<file path="src/design/local_affine_alignment_fill_defines.svh">
// Assertion macros for the affine-gap local alignment fill block.
// Included by files that carry concurrent checks; relies on ports clock and reset.
`ifndef LOCAL_AFFINE_ALIGNMENT_FILL_DEFINES_SVH
`define LOCAL_AFFINE_ALIGNMENT_FILL_DEFINES_SVH

// same-cycle implication, off during reset
`define LAFA_ASSERT_IMPLY(label, ante, cons, msg) \
   label: assert property (@(posedge clock) disable iff (reset) (ante) |-> (cons)) \
      else $error(msg);

// next-cycle implication, off during reset
`define LAFA_ASSERT_NEXT(label, ante, cons, msg) \
   label: assert property (@(posedge clock) disable iff (reset) (ante) |=> (cons)) \
      else $error(msg);

`endif

</file>
<file path="src/design/lafa_pkg.sv">
// Shared types and constants for the affine-gap local alignment fill block.
// No dependencies; imported by every module of the block.
package lafa_pkg;

   localparam int MAX_COLS_DEFAULT   = 1024;
   localparam int MAX_ROWS_DEFAULT   = 1024;
   localparam int SCORE_BITS_DEFAULT = 16;

   localparam int CSR_W       = 11;
   localparam int CSR_INDEX_W = 3;
   localparam int MATCH_W     = 11;
   localparam int CELL_W      = 15;
   localparam int POS_OUT_W   = 11;

   localparam logic signed [CSR_W-1:0] ROW_GAP_OPEN_RST   = -11'sd10;
   localparam logic signed [CSR_W-1:0] ROW_GAP_EXTEND_RST = -11'sd1;
   localparam logic signed [CSR_W-1:0] COL_GAP_OPEN_RST   = -11'sd10;
   localparam logic signed [CSR_W-1:0] COL_GAP_EXTEND_RST = -11'sd1;
   localparam logic [CSR_W-1:0]        COL_COUNT_RST      = 11'd1024;
   localparam logic [CSR_W-1:0]        ROW_COUNT_RST      = 11'd1024;

   typedef enum logic [CSR_INDEX_W-1:0] {
      CSR_ROW_GAP_OPEN   = 3'd0,
      CSR_ROW_GAP_EXTEND = 3'd1,
      CSR_COL_GAP_OPEN   = 3'd2,
      CSR_COL_GAP_EXTEND = 3'd3,
      CSR_COL_COUNT      = 3'd4,
      CSR_ROW_COUNT      = 3'd5
   } lafa_csr_index_type;

   typedef enum logic [1:0] {
      TRACE_STOP  = 2'd0,
      TRACE_INS   = 2'd1,
      TRACE_DEL   = 2'd2,
      TRACE_MATCH = 2'd3
   } lafa_trace_type;

   // position flags of one cell, taken at request time
   typedef struct packed {
      logic first_row;
      logic first_col;
      logic at_count;
      logic last;
   } lafa_flags_type;

endpackage

</file>
<file path="src/design/lafa_seq.sv">
// Cell position sequencer: row/column counters and effective matrix size.
// Depends on lafa_pkg.
module lafa_seq import lafa_pkg::*; #(
   parameter int MAX_COLS = MAX_COLS_DEFAULT,
   parameter int MAX_ROWS = MAX_ROWS_DEFAULT,
   localparam int CPW = $clog2(MAX_COLS + 1),
   localparam int RPW = $clog2(MAX_ROWS + 1)
) (
   input  logic             clock,
   input  logic             reset,
   input  logic             advance,
   input  logic [CSR_W-1:0] col_count,
   input  logic [CSR_W-1:0] row_count,
   output logic [CPW-1:0]   col_pos,
   output logic [RPW-1:0]   row_pos,
   output logic [CPW-1:0]   eff_cols,
   output lafa_flags_type   flags
);

   logic [CPW-1:0] col_pos_ff, col_pos_in;
   logic [RPW-1:0] row_pos_ff, row_pos_in;
   logic [RPW-1:0] eff_rows;
   logic           row_end, mat_end;

   // zero acts as one, oversize clamps to the maximum
   always_comb begin
      if (col_count == '0) begin
         eff_cols = CPW'(1);
      end else if (32'(col_count) > MAX_COLS) begin
         eff_cols = CPW'(MAX_COLS);
      end else begin
         eff_cols = CPW'(col_count);
      end
      if (row_count == '0) begin
         eff_rows = RPW'(1);
      end else if (32'(row_count) > MAX_ROWS) begin
         eff_rows = RPW'(MAX_ROWS);
      end else begin
         eff_rows = RPW'(row_count);
      end
   end

   assign row_end = (col_pos_ff >= eff_cols);
   assign mat_end = row_end && (row_pos_ff >= eff_rows);

   always_comb begin
      col_pos_in = col_pos_ff;
      row_pos_in = row_pos_ff;
      if (advance) begin
         if (mat_end) begin
            col_pos_in = CPW'(1);
            row_pos_in = RPW'(1);
         end else if (row_end) begin
            col_pos_in = CPW'(1);
            row_pos_in = row_pos_ff + RPW'(1);
         end else begin
            col_pos_in = col_pos_ff + CPW'(1);
         end
      end
   end

   always_ff @(posedge clock) begin
      if (reset) begin
         col_pos_ff <= CPW'(1);
         row_pos_ff <= RPW'(1);
      end else begin
         col_pos_ff <= col_pos_in;
         row_pos_ff <= row_pos_in;
      end
   end

   assign col_pos         = col_pos_ff;
   assign row_pos         = row_pos_ff;
   assign flags.first_row = (row_pos_ff <= RPW'(1));
   assign flags.first_col = (col_pos_ff == CPW'(1));
   assign flags.at_count  = (col_pos_ff == eff_cols);
   assign flags.last      = mat_end;

endmodule

</file>
<file path="config.mk">
export PLATFORM = sky130hd
export DESIGN_NAME = lafa_seq
export DESIGN_NICKNAME = d
export VERILOG_FILES = /design/src/design/local_affine_alignment_fill_defines.svh /design/src/design/lafa_pkg.sv /design/src/design/lafa_seq.sv
export SDC_FILE = /design/constraint.sdc
export NUM_CORES = 1
export LEC_CHECK = 0
export BUFFER_PORTS_ARGS = -buffer_cell sky130_fd_sc_hd__buf_2
export CAP_MARGIN = 5
export CORE_ASPECT_RATIO = 0.7
export CORE_MARGIN = 2
export CORE_UTILIZATION = 30
export CTS_CLUSTER_DIAMETER = 120
export DETAILED_ROUTE_END_ITERATION = 12
export GPL_TIMING_DRIVEN = 0
export PLACE_DENSITY_LB_ADDON = 0.05
export SLEW_MARGIN = 20
export SYNTH_ARGS = -nofsm -noshare
export SYNTH_HDL_FRONTEND = slang
export SYNTH_SLANG_ARGS = --single-unit
</file>
<file path="constraint.sdc">
create_clock -name clock -period 3.4 [get_ports clock]
set_input_delay 0.51 -clock clock [delete_from_list [all_inputs] [get_ports clock]]
set_output_delay 0.51 -clock clock [all_outputs]
set_load 0.02 [all_outputs]
</file>
==> impl_metrics.json, run 1 <==
{
  "yosysUniqueCellTypes": 39,
  "worst_ep_required_time_ps": 2890,
  "syn-instance-count": 228,
  "rsz0062_at_grt": "false",
  "grt_util_all_layers": 0.164,
  "initial_core_util": 0.309,
  "async_reset_ff_frac": 0,
  "syn2layout_area_growth_pct": 27.6,
  "wire_per_inst_um": 13.8,
  "synth_edf_count": 0,
  "coreArea_mm2": 0.00570,
  "grt_antenna_before_repair": 0,
  "critical_path.max_stage_delay_ps": 380,
  "hold_violations": 0,
  "io_pins": 62,
  "routabilityCongestion": 0.769,
  "intPower_w": 0.000467,
  "htreeDepth": 1,
  "yosys_most_used_dff": "dfxtp_1",
  "clk_latency_ps": 270,
  "slew_violations": 0,
  "min_path_type": "flop to flop",
  "cp_max_fo": 4,
  "power_frac_clock": 0.385,
  "yosysSeqAreaShare": 0.250,
  "cellLeakagePower_nw": 1.15,
  "sequentialPowerShare": 0.418,
  "syn-num-nets": 279,
  "routed_wl_mm": 5.06,
  "drt-vias-per-instance": 4.97,
  "grt_max_degree": 14,
  "cts_tree": "built",
  "yosys_warnings": 0,
  "cp.arrival_ps": 2620,
  "max-vdd-ir-drop_uv": 154,
  "route.antenna.remaining_nets": 0,
  "fmax_mhz": 320,
  "nets": 344,
  "grt_overflow_total": 0,
  "num_antenna_cells": 0,
  "route.detailed.drc": 0,
  "worstMarginPinSlew_ps": 515,
  "die_x_um": 95.6,
  "cpMaxStageDelayCell": "a221o_1",
  "endpoint_kind": "output port",
  "synth-seq-cells": 22,
  "startpoint_type": "input port",
  "cap_violations": 0,
  "status": "finished, final reports clean",
  "path_class": "input port to output port",
  "power.density_mw_per_mm2": 289,
  "finalSetupViolCount": 0,
  "syn_area_mm2": 0.00176,
  "row_count": 23,
  "first_pass_iters": 4,
  "die_area_mm2": 0.00651,
  "cts_sinks": 22,
  "drtIter0Drc": 103,
  "swShare": 0.280,
  "cts_made_buffers": 3,
  "switching_power_w": 0.000181,
  "worst_slew_margin_rel": 0.654,
  "drive_above_1_share": 0.253,
  "fp.dieH_um": 68.1,
  "path_clk_slew_ps": 80,
  "num_vias": 1825,
  "post-route-period-util": 0.920,
  "p_comb_frac": 0.197,
  "hpwlAfterDp_mm": 4.11,
  "clock_path_buffers": 2,
  "hold_slack_ps": 552,
  "crit_top_cell": "buf_2",
  "worstPathCellList": "buf_2 > nor4_1 > a31oi_1 > nor2_1 > ha_1 > nor2b_1 > o21ai_0 > a221o_1 > o21a_1 > buf_4 > buf_2",
  "setup_total_negative_slack_ps": 0,
  "root_buffer": "clkbuf_8",
  "grt_pass1_vias": 1558,
  "holdBufCountCts": 0,
  "port_buffers": 60,
  "fin_crit_ps": 3130,
  "grt_first_pass_wirelength_mm": 8.14,
  "fin_skew_ps": 6.71,
  "postSynthAreaPerCell_um2": 7.72
}
[synth_stat cells, types with 2 or more instances]
cell type / count / area, um2
a21oi_1: 10 / 50.1
and4_1: 2 / 17.5
nor3_1: 4 / 20.0
nand2_1: 29 / 109
nand3_1: 8 / 40.0
o21ai_0: 12 / 60.1
o21a_1: 3 / 22.5
nor2_1: 25 / 93.8
and2_1: 2 / 12.5
nand4_1: 7 / 43.8
xnor2_1: 3 / 26.3
a31o_2: 2 / 17.5
a32o_1: 5 / 50.1
inv_1: 14 / 52.6
clkbuf_1: 4 / 15.0
ha_1: 26 / 325
nor3b_1: 4 / 30.0
a31oi_1: 3 / 18.8
nor4_1: 7 / 43.8
dfxtp_1: 22 / 440
nor2b_1: 3 / 18.8
and3_1: 5 / 31.3
nor4b_1: 2 / 17.5
xor2_1: 7 / 61.3
clkinv_1: 3 / 11.3
a21o_1: 3 / 22.5
[worst max-delay path: cells and delay by family]
family / cells / cell delay (ps)
fa+ha+maj: 1 / 260
compound gates: 4 / 840
simple gates: 3 / 620
buf+inv: 3 / 370
[cell type report]
cell class                      instances  area [um2]
Buffer                                  6        28.8
Clock buffer                            3        41.3
Clock inverter                          1        30.0
Fill cell                             618        3450
Inverter                               17        63.8
Multi-Input combinational cell        183        1250
Sequential cell                        22         440
Tap cell                               75        93.8
Timing Repair Buffer                   60         300
[metrics by stage]
step | util | power, W | std cells | area, um2 | setup WS, ps
2_1_floorplan | - | 0.000351 | 228 | 1760 | 533
3_3_place_gp | 0.378 | 0.000403 | 363 | 2150 | -55.1
5_1_grt | 0.394 | 0.000683 | 367 | 2250 | 7.69
6_report | 0.394 | 0.000648 | 367 | 2250 | 271
3_5_place_dp | 0.378 | 0.000402 | 363 | 2150 | -21.0
4_1_cts | 0.392 | 0.000653 | 367 | 2230 | 52.3
[path summary, 6_finish.rpt]
check / start / to / slack [ps] / cells after the start
worst min register to register: row_pos[1] / row_pos[1] / 550 / 2
worst max register to register: col_pos[0] / row_pos[3] / 920 / 8
worst min-delay path: row_pos[1] / row_pos[1] / 550 / 2
worst max-delay path: col_count[4] / flags[0] / 270 / 11
[power by group through the flow]
stage | sequential (W) | combinational [W] | clock [W]
after floorplan | 0.000279 | 0.0000716 | 0
after global placement | 0.000277 | 0.000126 | 0
after detailed placement | 0.000277 | 0.000125 | 0
after CTS | 0.000271 | 0.000126 | 0.000256
after global routing | 0.000272 | 0.000145 | 0.000266
final | 0.000271 | 0.000128 | 0.000249
[cells in the final DEF, fill, tap and decap left out, drive strengths merged, types with 2 or more instances in the layout]
master and n:
xor2 7, nor2b 3, inv 14, and4 2, nand3 8, o21a 3, nor4b 2, clkinv 3
and3 5, a21oi 10, dfxtp 22, nor3b 4, nor3 4, nor2 25, a31oi 3, ha 26
a32o 5, and2 2, nor4 7, o21ai 13, xnor2 3, buf 63, a31o 2, nand2 30
nand4 7, clkbuf 6, a21o 3
[flip-flops by register name, indices dropped and copies added, names as in the netlist]
register	flops
row_pos	11
col_pos	11
[cell families (layout without fill, tap and decap cells)]
logic type,count (synthesis),in the layout,synth area share
AOI/OAI and AO/OA,44,44,0.171
xor gates and xnor gates,10,10,0.0498
adders and majority gates,26,26,0.185
buffers and inverters,23,87,0.0519
DFF,22,22,0.250
and+or+nand+nor,103,103,0.292
[routing by layer]
| layer | up-vias | global-route usage | wire length, um |
|---|---|---|---|
| met4 | 0 | 0.0268 | 26 |
| met2 | 27 | 0.203 | 1820 |
| met5 | - | 0 | 0 |
| met3 | 4 | 0.0330 | 160 |
| li1 | 958 | - | - |
| met1 | 836 | 0.278 | 3050 |
[timing repair]
item	in CTS	in global routing
endpoints found under the setup margin	1	1
buffers inserted	0	0
gates resized for setup	1	5
gates cloned	0	0
pin swaps	0	0
No activity file was read; power rests on OpenSTA's default activity.
==> inputs of run 2 (changes only) <==
CTS_BUF_LIST = sky130_fd_sc_hd__clkbuf_4   (was default)
TNS_END_PERCENT = 5   (was default)
clock period = 2.5 ns   (was 3.4 ns; I/O delays follow)
==> impl_metrics.json, run 2 (same netlist as run 1, synthesis figures left out) <==
{
  "drive_above_1_share": 0.304,
  "nets": 349,
  "path_clk_slew_ps": 110,
  "crit_family": "compound AO/OA/AOI/OAI gates",
  "cpMaxStageDelayCell": "a221o_1",
  "worstPathCellList": "buf_6 > nor4_4 > a31oi_1 > nor2_2 > ha_1 > nor2b_1 > o21ai_2 > a221o_1 > o21a_1 > buf_6",
  "coreArea_mm2": 0.00570,
  "cts_tree": "built",
  "cp_max_fo": 2,
  "num_antenna_cells": 0,
  "max-vdd-ir-drop_uv": 144,
  "startpoint_type": "input port",
  "min_path_type": "input port to flop",
  "clk_latency_ps": 310,
  "drt-vias-per-instance": 4.90,
  "cellLeakagePower_nw": 1.18,
  "root_buffer": "clkbuf_4",
  "wire_per_inst_um": 13.9,
  "fin_skew_ps": 9.80,
  "hold_depth": 3,
  "fp.dieH_um": 68.1,
  "row_count": 23,
  "grt_use_met1": 0.270,
  "fin_crit_ps": 2490,
  "intPower_w": 0.000492,
  "syn2layout_area_growth_pct": 32.9,
  "r2r_slack_ps": 130,
  "post-route-period-util": 0.995,
  "cts_made_buffers": 3,
  "rsz0062_at_grt": "true",
  "swShare": 0.324,
  "fillCellCount": 612,
  "hpwlAfterDp_mm": 4.13,
  "switching_power_w": 0.000236,
  "fmax_mhz": 402,
  "use_met2": 0.207,
  "routed_wl_mm": 5.17,
  "worst_ep_required_time_ps": 2120,
  "endpoint_kind": "output port",
  "grt_max_degree": 12,
  "holdBufCountCts": 0,
  "die_area_mm2": 0.00651,
  "hold_violations": 0,
  "path_class": "input port to output port",
  "grt_util_all_layers": 0.162,
  "die_x_um": 95.6,
  "setup_total_negative_slack_ps": 0,
  "status": "finished, final reports clean",
  "cp.arrival_ps": 2110,
  "hold_path_end": "row_pos[9]",
  "hold_slack_ps": 459,
  "cap_violations": 0,
  "worstMarginPinSlew_ps": 493,
  "htreeDepth": 1,
  "grt_pass1_vias": 1538,
  "cp_num_buf_inv": 2,
  "power_frac_clock": 0.225,
  "use_met3": 0.0330,
  "sequentialPowerShare": 0.506,
  "first_pass_iters": 4,
  "final_common_cell": "buf_2",
  "port_buffers": 60,
  "routabilityCongestion": 0.815,
  "slew_violations": 0,
  "drtIter0Drc": 49,
  "grt_first_pass_wirelength_mm": 8.06,
  "p_comb_frac": 0.269,
  "critical_path.max_stage_delay_ps": 330,
  "initial_core_util": 0.309,
  "rr_endpoint": "row_pos[8]",
  "num_vias": 1819,
  "power.density_mw_per_mm2": 311,
  "route.detailed.drc": 0,
  "reg2reg_depth": 8,
  "grt_overflow_total": 0,
  "worst_slew_margin_rel": 0.671,
  "busiest_layer": "met1",
  "clock_path_buffers": 2,
  "rr_startpoint": "col_pos[8]",
  "io_pins": 62,
  "grt_antenna_before_repair": 0,
  "cts_sinks": 22,
  "hold_start": "reset",
  "crit_top_cell": "buf_6",
  "layout_common_cells": "buf_2 (53), nand2_1 (28), ha_1 (26), nor2_1 (23), dfxtp_1 (19)",
  "finalSetupViolCount": 0,
  "route.antenna.remaining_nets": 0
}
run 2: worst max-delay path by stage:
stage,from,to,cells past startpoint
floorplan,col_count[1],row_pos[4],11
global placement,row_count[6],flags[0],13
detailed placement,row_count[6],flags[0],13
CTS,col_count[9],flags[0],10
global route,col_count[5],flags[0],10
finish,col_count[5],flags[0],10
run 2: layer usage:
metal | share of wire | wire, um
met5 | 0 | 0
met4 | 0.0039 | 20
met3 | 0.030 | 156
met2 | 0.39 | 1990
met1 | 0.58 | 3000
run 2: area by class of cell:
cell class / instances / area (um2) / share of cell area
clock buffers: 3 / 22.5 / 0.00963
multi-input cells: 183 / 1300 / 0.555
plain buffers: 4 / 18.8 / 0.00802
inverters: 17 / 65.1 / 0.0278
flip-flops and latches: 22 / 444 / 0.190
repair buffers: 67 / 397 / 0.170
well taps: 75 / 93.8 / 0.0401
run 2: worst register-to-register path, stage by stage (launching register included):
cell,delay [ps]
dfxtp_2,370
ha_1,310
a21o_1,180
a21o_1,180
a221o_1,380
buf_4,160
o2111ai_2,360
nor4b_1,100
a31o_2,230
run 2: timing repair:
| item | CTS | global route |
|---|---|---|
| endpoints found under the setup margin | 9 | 15 |
| setup buffers | 4 | 3 |
| resized for setup | 22 | 11 |
| pin swaps | 13 | 13 |
run 2: metrics by stage:
stage               total power (W)  utilization  setup WS (ps)  instance area [um2]  cells
CTS                        0.000734        0.403          -75.0                 2300    369
global route               0.000780        0.411          -52.6                 2340    371
detailed placement         0.000549        0.380           -716                 2160    363
floorplan                  0.000478            -          -14.1                 1770    228
global placement           0.000549        0.380           -732                 2160    363
finish                     0.000728        0.411           12.6                 2340    371
run 2: power by group through the flow:
stage	clock network [W]	logic [W]	registers, W
after floorplan	0	0.0000982	0.000380
after global placement	0	0.000172	0.000376
after detailed placement	0	0.000173	0.000376
after CTS	0.000175	0.000191	0.000368
after global routing	0.000191	0.000218	0.000370
final	0.000164	0.000196	0.000368
