$ cat config.mk
export PLATFORM = sky130hd
export DESIGN_NAME = lafa_cell
export DESIGN_NICKNAME = d
export VERILOG_FILES = /design/src/design/local_affine_alignment_fill_defines.svh /design/src/design/lafa_pkg.sv /design/src/design/lafa_cell.sv
export SDC_FILE = /design/constraint.sdc
export NUM_CORES = 1
export LEC_CHECK = 0
export BUFFER_PORTS_ARGS = -buffer_cell sky130_fd_sc_hd__buf_2
export CAP_MARGIN = 15
export CORE_MARGIN = 5
export CORE_UTILIZATION = 40
export CTS_CLUSTER_DIAMETER = 200
export DETAILED_ROUTE_END_ITERATION = 12
export SETUP_SLACK_MARGIN = 0.4
export SLEW_MARGIN = 20
export SYNTH_ARGS = -nofsm -noshare
export SYNTH_HDL_FRONTEND = slang
export SYNTH_SLANG_ARGS = --single-unit
$ cat constraint.sdc
create_clock -name clock -period 15.3 [get_ports clock]
set_clock_uncertainty 0.05 [all_clocks]
set_input_delay 2.295 -clock clock [delete_from_list [all_inputs] [get_ports clock]]
set_output_delay 2.295 -clock clock [all_outputs]
set_load 0.01 [all_outputs]
$ cat src/design/local_affine_alignment_fill_defines.svh
// Assertion macros for the affine-gap local alignment fill block.
// Included by files that carry concurrent checks; relies on ports clock and reset.
`ifndef LOCAL_AFFINE_ALIGNMENT_FILL_DEFINES_SVH
`define LOCAL_AFFINE_ALIGNMENT_FILL_DEFINES_SVH

// same-cycle implication, off during reset
`define LAFA_ASSERT_IMPLY(label, ante, cons, msg) \
   label: assert property (@(posedge clock) disable iff (reset) (ante) |-> (cons)) \
      else $error(msg);

// next-cycle implication, off during reset
`define LAFA_ASSERT_NEXT(label, ante, cons, msg) \
   label: assert property (@(posedge clock) disable iff (reset) (ante) |=> (cons)) \
      else $error(msg);

`endif

$ cat src/design/lafa_pkg.sv
// Shared types and constants for the affine-gap local alignment fill block.
// No dependencies; imported by every module of the block.
package lafa_pkg;

   localparam int MAX_COLS_DEFAULT   = 1024;
   localparam int MAX_ROWS_DEFAULT   = 1024;
   localparam int SCORE_BITS_DEFAULT = 16;

   localparam int CSR_W       = 11;
   localparam int CSR_INDEX_W = 3;
   localparam int MATCH_W     = 11;
   localparam int CELL_W      = 15;
   localparam int POS_OUT_W   = 11;

   localparam logic signed [CSR_W-1:0] ROW_GAP_OPEN_RST   = -11'sd10;
   localparam logic signed [CSR_W-1:0] ROW_GAP_EXTEND_RST = -11'sd1;
   localparam logic signed [CSR_W-1:0] COL_GAP_OPEN_RST   = -11'sd10;
   localparam logic signed [CSR_W-1:0] COL_GAP_EXTEND_RST = -11'sd1;
   localparam logic [CSR_W-1:0]        COL_COUNT_RST      = 11'd1024;
   localparam logic [CSR_W-1:0]        ROW_COUNT_RST      = 11'd1024;

   typedef enum logic [CSR_INDEX_W-1:0] {
      CSR_ROW_GAP_OPEN   = 3'd0,
      CSR_ROW_GAP_EXTEND = 3'd1,
      CSR_COL_GAP_OPEN   = 3'd2,
      CSR_COL_GAP_EXTEND = 3'd3,
      CSR_COL_COUNT      = 3'd4,
      CSR_ROW_COUNT      = 3'd5
   } lafa_csr_index_type;

   typedef enum logic [1:0] {
      TRACE_STOP  = 2'd0,
      TRACE_INS   = 2'd1,
      TRACE_DEL   = 2'd2,
      TRACE_MATCH = 2'd3
   } lafa_trace_type;

   // position flags of one cell, taken at request time
   typedef struct packed {
      logic first_row;
      logic first_col;
      logic at_count;
      logic last;
   } lafa_flags_type;

endpackage

$ cat src/design/lafa_cell.sv
// Cell recurrence: affine gap candidates, clamp, trace, running best and
// the result register. Depends on lafa_pkg.
module lafa_cell import lafa_pkg::*; #(
   parameter int MAX_COLS   = MAX_COLS_DEFAULT,
   parameter int MAX_ROWS   = MAX_ROWS_DEFAULT,
   parameter int SCORE_BITS = SCORE_BITS_DEFAULT,
   localparam int CPW = $clog2(MAX_COLS + 1),
   localparam int RPW = $clog2(MAX_ROWS + 1),
   localparam int VW  = (SCORE_BITS > CSR_W) ? SCORE_BITS : CSR_W
) (
   input  logic                         clock,
   input  logic                         reset,
   input  logic                         fire,
   input  lafa_flags_type               flags,
   input  logic signed [MATCH_W-1:0]    match_score,
   input  logic [CPW-1:0]               col_pos,
   input  logic [RPW-1:0]               row_pos,
   input  logic signed [VW-1:0]         up_mem,
   input  logic signed [VW-1:0]         upgap_mem,
   input  logic signed [CSR_W-1:0]      row_gap_open,
   input  logic signed [CSR_W-1:0]      row_gap_extend,
   input  logic signed [CSR_W-1:0]      col_gap_open,
   input  logic signed [CSR_W-1:0]      col_gap_extend,
   output logic signed [SCORE_BITS-1:0] wr_score,
   output logic signed [SCORE_BITS-1:0] wr_gap,
   output logic [1:0]                   rsp_trace_code,
   output logic [CELL_W-1:0]            rsp_cell_score,
   output logic [CELL_W-1:0]            rsp_best_score,
   output logic [POS_OUT_W-1:0]         rsp_best_row,
   output logic [POS_OUT_W-1:0]         rsp_best_col,
   output logic                         rsp_last_cell
);

   localparam int SUM_W = VW + 2;
   localparam int XW    = (SCORE_BITS > 16) ? SCORE_BITS : 16;

   localparam logic signed [SUM_W-1:0] SAT_HI =
      SUM_W'((64'sd1 <<< (SCORE_BITS - 1)) - 64'sd1);
   localparam logic signed [SUM_W-1:0] SAT_LO = ~SAT_HI;
   localparam logic signed [XW-1:0]    CELL_CAP = XW'(32767);

   function automatic logic signed [SCORE_BITS-1:0] sat_score(
      input logic signed [SUM_W-1:0] v
   );
      logic signed [SCORE_BITS-1:0] r;
      if (v > SAT_HI) begin
         r = SAT_HI[SCORE_BITS-1:0];
      end else if (v < SAT_LO) begin
         r = SAT_LO[SCORE_BITS-1:0];
      end else begin
         r = v[SCORE_BITS-1:0];
      end
      return r;
   endfunction

   logic signed [VW-1:0]         diag_ff;
   logic signed [SCORE_BITS-1:0] left_ff, along_ff;
   logic [CELL_W-1:0]            best_value_ff;
   logic [RPW-1:0]               best_row_ff;
   logic [CPW-1:0]               best_col_ff;

   logic signed [VW-1:0]         up, upgap, along, diag;
   logic signed [SCORE_BITS-1:0] left;
   logic signed [SCORE_BITS-1:0] e_ext, e_open, e, d_ext, d_open, d, c_diag, c_max, c;
   logic signed [XW-1:0]         c_x;
   logic [CELL_W-1:0]            cell15;
   lafa_trace_type               trace;
   logic                         better;

   always_comb begin
      if (flags.first_row) begin
         up    = flags.at_count ? VW'(col_gap_open) : VW'(0);
         upgap = VW'(row_gap_open);
      end else begin
         up    = up_mem;
         upgap = upgap_mem;
      end
      if (flags.first_col) begin
         left  = '0;
         along = VW'(col_gap_open);
         diag  = '0;
      end else begin
         left  = left_ff;
         along = VW'(along_ff);
         diag  = diag_ff;
      end
   end

   always_comb begin
      e_ext  = sat_score(SUM_W'(along) + SUM_W'(col_gap_extend));
      e_open = sat_score(SUM_W'(left) + SUM_W'(col_gap_open) + SUM_W'(col_gap_extend));
      e      = (e_open > e_ext) ? e_open : e_ext;
      d_ext  = sat_score(SUM_W'(upgap) + SUM_W'(row_gap_extend));
      d_open = sat_score(SUM_W'(up) + SUM_W'(row_gap_open) + SUM_W'(row_gap_extend));
      d      = (d_open > d_ext) ? d_open : d_ext;
      c_diag = sat_score(SUM_W'(diag) + SUM_W'(match_score));
      c_max  = (e > c_diag) ? e : c_diag;
      if (d > c_max) begin
         c_max = d;
      end
      // tie order: insertion, deletion, match
      if (c_max <= 0) begin
         c     = '0;
         trace = TRACE_STOP;
      end else if (c_max == d) begin
         c     = c_max;
         trace = TRACE_INS;
      end else if (c_max == e) begin
         c     = c_max;
         trace = TRACE_DEL;
      end else begin
         c     = c_max;
         trace = TRACE_MATCH;
      end
      c_x    = XW'(c);
      cell15 = (c_x > CELL_CAP) ? CELL_W'(32767) : c_x[CELL_W-1:0];
      better = (cell15 > best_value_ff);
   end

   assign wr_score = c;
   assign wr_gap   = d;

   always_ff @(posedge clock) begin
      if (fire) begin
         diag_ff        <= up;
         left_ff        <= c;
         along_ff       <= e;
         rsp_trace_code <= trace;
         rsp_cell_score <= cell15;
         rsp_best_score <= better ? cell15 : best_value_ff;
         rsp_best_row   <= better ? POS_OUT_W'(row_pos) : POS_OUT_W'(best_row_ff);
         rsp_best_col   <= better ? POS_OUT_W'(col_pos) : POS_OUT_W'(best_col_ff);
         rsp_last_cell  <= flags.last;
      end
   end

   always_ff @(posedge clock) begin
      if (reset) begin
         best_value_ff <= '0;
         best_row_ff   <= '0;
         best_col_ff   <= '0;
      end else if (fire) begin
         if (flags.last) begin
            best_value_ff <= '0;
            best_row_ff   <= '0;
            best_col_ff   <= '0;
         end else if (better) begin
            best_value_ff <= cell15;
            best_row_ff   <= row_pos;
            best_col_ff   <= col_pos;
         end
      end
   end

endmodule

==> results.yml, run 1 <==
floorplanning:
  initial_core_util_pct: 40.5
  dieArea_um2: 39900
  core_area_um2: 35600
  dieHeight_um: 200
  row_count: 69
  pin_count: 203
  dieWidth_um: 200
routing:
  drc_errors: 0
  drt_iter0_markers: 830
  totalWireLength_mm: 49.3
  vias: 13327
  wl_per_cell_um: 21.3
  firstDrtPassIters: 8
  via_per_inst: 5.76
  antenna_left: 0
global_routing:
  overflow: 0
  antenna_found_initial: 0
  grt_start_max_net_pins: 51
  grt_pass1_wl_mm: 74.1
  gr-usage-all-layers_pct: 24.0
  grt_pass1_vias: 13125
placement:
  placed_cells: 2272
  dpl.hpwl_mm: 40.1
  gp_congestion: 1.00
  io_buffer_count: 201
layout:
  final_cell_mix: "199 x buf_2, 158 x ha_1, 146 x a21oi_1"
  final_common_cell: "buf_2"
  drive_above_1_share_pct: 23.9
  final_nets: 2150
  final_core_util_pct: 47.5
  syn2layout_area_growth_pct: 17.4
  fin_cells: 2313
  diodes: 0
synth:
  ys_seq_area_share_pct: 23.9
  ys_ff_latch: 127
  synth_top_family_by_area: "compound AO/OA/AOI/OAI gates"
  synth-compound-area-share_pct: 24.7
  ys_warn_count: 0
  synthSimpleGateAreaFrac_pct: 15.1
  synth_fa_ha_area_share_pct: 19.4
  synth_xor_area_share_pct: 5.66
  synth-async-reset-ratio_pct: 0
  yosysUniqueCellTypes: 97
  synthFlopType: "edfxtp_1"
  synthCells: 1636
  synthMuxAreaShare_pct: 5.38
  synth_area_um2: 14400
  avgSynthCellArea_um2: 8.80
  synth_edf_count: 90
sta:
  setup_violations: 0
  slew_headroom_pct: 31.3
  finalCritPeriodShare_pct: 93.9
  finalCriticalPeriod_ps: 14360
  grt_setup_unrepaired: "false"
  max_freq_mhz: 69.6
  drv_slew: 0
  hold_viol: 0
  worst_slew_pin_slew_ps: 1020
  tns_ps: 0
cts:
  cts_tree: "done"
  cts_root_buf: "clkbuf_16"
  htreeDepth: 4
  numCtsBuffers: 17
  cts_hold_buffers: 0
  worstSkewPairLatency_ps: 430
  cts.path.max_buffers: 2
  clk_pin_slew_ps: 60
  cts.sinks: 127
setup_path:
  cpMaxStageDelayCell: "fa_1"
  critPathLaunchType: "input pin"
  critical_path_peak_fanout: 22
  cp_data_required_time_ps: 12960
  critical_path_arrival_ps: 12020
  timing_worst_setup_path_type: "input pin to primary output"
  cp-end-kind: "primary output"
  cpPeakStageDelay_ps: 450
outcome:
  status: "finished clean"
job:
  max_cap_viol_count: 0
worst_hold_path:
  hold_class: "flip-flop to flip-flop"
registers in the layout, indices dropped and copies added (netlist names):
register,count
along_ff,16
diag_ff,16
left_ff,16
best_value_ff,15
rsp_best_score,15
best_col_ff,11
best_row_ff,11
rsp_best_col,11
rsp_best_row,11
rsp_cell_score,2
rsp_trace_code,2
rsp_last_cell,1
logic make-up (layout without fill, tap and decap cells):
logic type,after synthesis,in the layout
AO/OA/AOI/OAI,524,524
AND/OR/NAND/NOR,432,432
adder cells (fa/ha/maj),202,202
buffers and inverters,189,404
flip-flops,127,127
XOR/XNOR,93,93
multiplexers,68,68
other,1,2
cell type report:
cell class / count / area, µm²
Tap cell: 461 / 577
Fill cell: 3432 / 18700
Inverter: 110 / 413
Clock buffer: 19 / 454
Timing Repair Buffer: 262 / 1510
Multi-Input combinational cell: 1321 / 10300
Clock inverter: 13 / 164
Sequential cell: 127 / 3440
repair_timing:
item,in CTS,in global routing
pin swaps,4,4
setup endpoints to repair,15,89
endpoints found under the hold margin,0,0
setup buffers,1,8
gates cloned,0,0
resized for setup,15,44
synth_stat cells (21+ instances only):
master | n | area, µm²
fa_1 | 37 | 741
o21a_1 | 21 | 158
xor2_1 | 28 | 245
inv_1 | 109 | 409
clkbuf_1 | 38 | 143
buf_4 | 27 | 203
nand3_1 | 40 | 200
a21oi_1 | 160 | 801
nor2b_1 | 68 | 425
xnor2_1 | 65 | 569
edfxtp_1 | 90 | 2700
nand4_1 | 22 | 138
dfxtp_1 | 37 | 741
nand2_1 | 94 | 353
ha_1 | 158 | 1980
o21ai_0 | 102 | 510
a21o_1 | 46 | 345
mux2_2 | 58 | 653
nor2_1 | 106 | 398
worst paths after layout:
path | startpoint | endpoint | slack, ps | cells past startpoint
worst max-delay path | flags[2] | wr_score[13] | 940 | 43
worst min-delay path | best_value_ff[0] | best_value_ff[0] | 500 | 2
worst max register to register | left_ff[2] | best_value_ff[2] | 3080 | 57
worst min register to register | best_value_ff[0] | best_value_ff[0] | 500 | 2
layer usage:
layer | global-route usage [%] | part of all wire (%) | vias up
li1 | - | - | 6437
met1 | 31.9 | 44 | 6423
met2 | 40.6 | 48 | 383
met3 | 3.74 | 5.3 | 84
met4 | 6.79 | 2.8 | 0
met5 | 0 | 0 | -
through the flow:
stage	setup WS, ps	hold WS (ps)	cell area, µm²
after floorplan	685	428	14400
after global placement	50.4	469	16000
after detailed placement	4.03	471	16000
after CTS	448	493	16700
after global routing	393	526	16900
final	938	496	16900
critical path: cells and delay by family:
kind                       cells  cell delay, ps
AOI/OAI and AO/OA             18            4430
xor gates and xnor gates       1             300
adders and majority gates      5            1780
buffers and inverters          6            1100
muxes                          1             290
and+or+nand+nor               12            1810
Power of run 1 is not shown: default switching activity piles up to over one toggle a cycle in this logic, so the estimate is an artifact.
==> run 2, diff against run 1 <==
--- a/config.mk
+++ b/config.mk
@@ -12,4 +12,5 @@
 export CTS_CLUSTER_DIAMETER = 200
 export DETAILED_ROUTE_END_ITERATION = 12
+export REMOVE_ABC_BUFFERS = 1
 export SETUP_SLACK_MARGIN = 0.4
 export SLEW_MARGIN = 20
--- a/constraint.sdc
+++ b/constraint.sdc
@@ -3,3 +3,3 @@
 set_input_delay 2.295 -clock clock [delete_from_list [all_inputs] [get_ports clock]]
 set_output_delay 2.295 -clock clock [all_outputs]
-set_load 0.01 [all_outputs]
+set_load 0.05 [all_outputs]
==> results.yml, run 2 (synthesis gave the netlist of run 1 again) <==
cts:
  clk_pin_slew_ps: 60
  worstSkewPairLatency_ps: 420
  numCtsBuffers: 17
  cts_root_buf: "clkbuf_16"
  htreeDepth: 4
  cts.path.max_buffers: 2
  cts_tree: "done"
  cts.sinks: 127
sta:
  hold_viol: 0
  grt_setup_unrepaired: "false"
  finalCritPeriodShare_pct: 95.0
  max_freq_mhz: 68.8
  worst_slew_pin_slew_ps: 955
  setup_violations: 0
  worst_slack_ps: 757
  finalCriticalPeriod_ps: 14540
  drv_slew: 0
  slew_headroom_pct: 35.7
placement:
  dpl_cell_area_um2: 16000
  dpl.hpwl_mm: 41.1
  placed_cells: 2278
  gp_congestion: 1.02
  pre_cts_ws_ps: -210
  io_buffer_count: 201
routing:
  totalWireLength_mm: 50.3
  via_per_inst: 5.75
  vias: 13353
  firstDrtPassIters: 5
  drc_errors: 0
  wl_per_cell_um: 21.7
  antenna_left: 0
  drt_iter0_markers: 880
setup_path:
  critical_path_arrival_ps: 12200
  cp_data_required_time_ps: 12960
  cp-end-kind: "primary output"
  path_buf_inv: 11
  critPathLaunchType: "input pin"
  cpPeakStageDelay_ps: 490
  critical_path_peak_fanout: 17
  crit_family: "compound AO/OA/AOI/OAI gates"
  cpMaxStageDelayCell: "fa_1"
  rrSetupSlack_ps: 2810
  timing_worst_setup_path_type: "input pin to primary output"
floorplanning:
  core_area_um2: 35600
  row_count: 69
  initial_core_util_pct: 40.5
  dieHeight_um: 200
  dieWidth_um: 200
  dieArea_um2: 39900
  pin_count: 203
global_routing:
  grt_pass1_vias: 13425
  gr-usage-all-layers_pct: 24.6
  grt_pass1_wl_mm: 76.5
  antenna_found_initial: 0
  grt_start_max_net_pins: 67
  overflow: 0
worst_hold_path:
  hold_class: "flip-flop to flip-flop"
layout:
  final_core_util_pct: 48.2
  final_cell_mix: "193 x buf_2, 158 x ha_1, 145 x a21oi_1"
  diodes: 0
  final_cell_area_um2: 17100
  drive_above_1_share_pct: 25.1
  final_common_cell: "buf_2"
  fin_cells: 2321
  final_nets: 2158
  reg_top3: "along_ff x16, diag_ff x16, left_ff x16"
  syn2layout_area_growth_pct: 19.1
job:
  max_cap_viol_count: 0
outcome:
  status: "finished clean"
## run 2: cell types whose count changed in the layout (fill, tap and decap cells not counted), sizes merged
| cell | delta |
|---|---|
| a31oi | +1 |
| buf | +3 |
| bufinv | -1 |
| clkbuf | +3 |
| clkinv | +1 |
| clkinvlp | +1 |
## run 2: stage by stage
stage | setup TNS (ps) | hold WS, ps
2_1_floorplan | -99840 | 428
4_1_cts | 0 | 522
6_report | 0 | 518
5_1_grt | 0 | 542
3_3_place_gp | -6420 | 501
3_5_place_dp | -9000 | 504
## run 2: what timing repair did
action                                  CTS  global route
buffers inserted                          4             5
hold buffers                              0             0
endpoints found under the setup margin   82            89
pin swaps                                 2             7
resized for setup                        21            76
cloned                                    1             1
## run 2: tightest hold or removal path, cell delays in order (launching register included)
cell,delay [ps]
dfxtp_1,380
a32oi_1,80
nor2_1,80
## run 2: path summary, 6_finish.rpt
| check | startpoint | end | cells past startpoint |
|---|---|---|---|
| worst max register to register | left_ff[1] | best_value_ff[5] | 61 |
| worst min-delay path | best_value_ff[0] | best_value_ff[0] | 2 |
| worst min register to register | best_value_ff[0] | best_value_ff[0] | 2 |
| worst max-delay path | flags[2] | wr_score[13] | 46 |
## run 2: layout make-up
| cell class | count | area, µm² |
|---|---|---|
| clock buffers | 18 | 439 |
| well taps | 461 | 577 |
| multi-input cells | 1322 | 10500 |
| clock inverters | 14 | 145 |
| flip-flops and latches | 127 | 3440 |
| repair buffers | 269 | 1610 |
| fillers | 3495 | 18400 |
| inverters | 110 | 417 |
## run 2: per-layer routing
metal	track usage (%)	vias to the layer above	share of wire (%)
met1	32.5	6459	44
met2	42.3	377	49
met3	2.24	82	4.2
met5	0	-	0
met4	8.45	0	3.1
li1	-	6435	-
Power of run 2 is left out for the same reason.
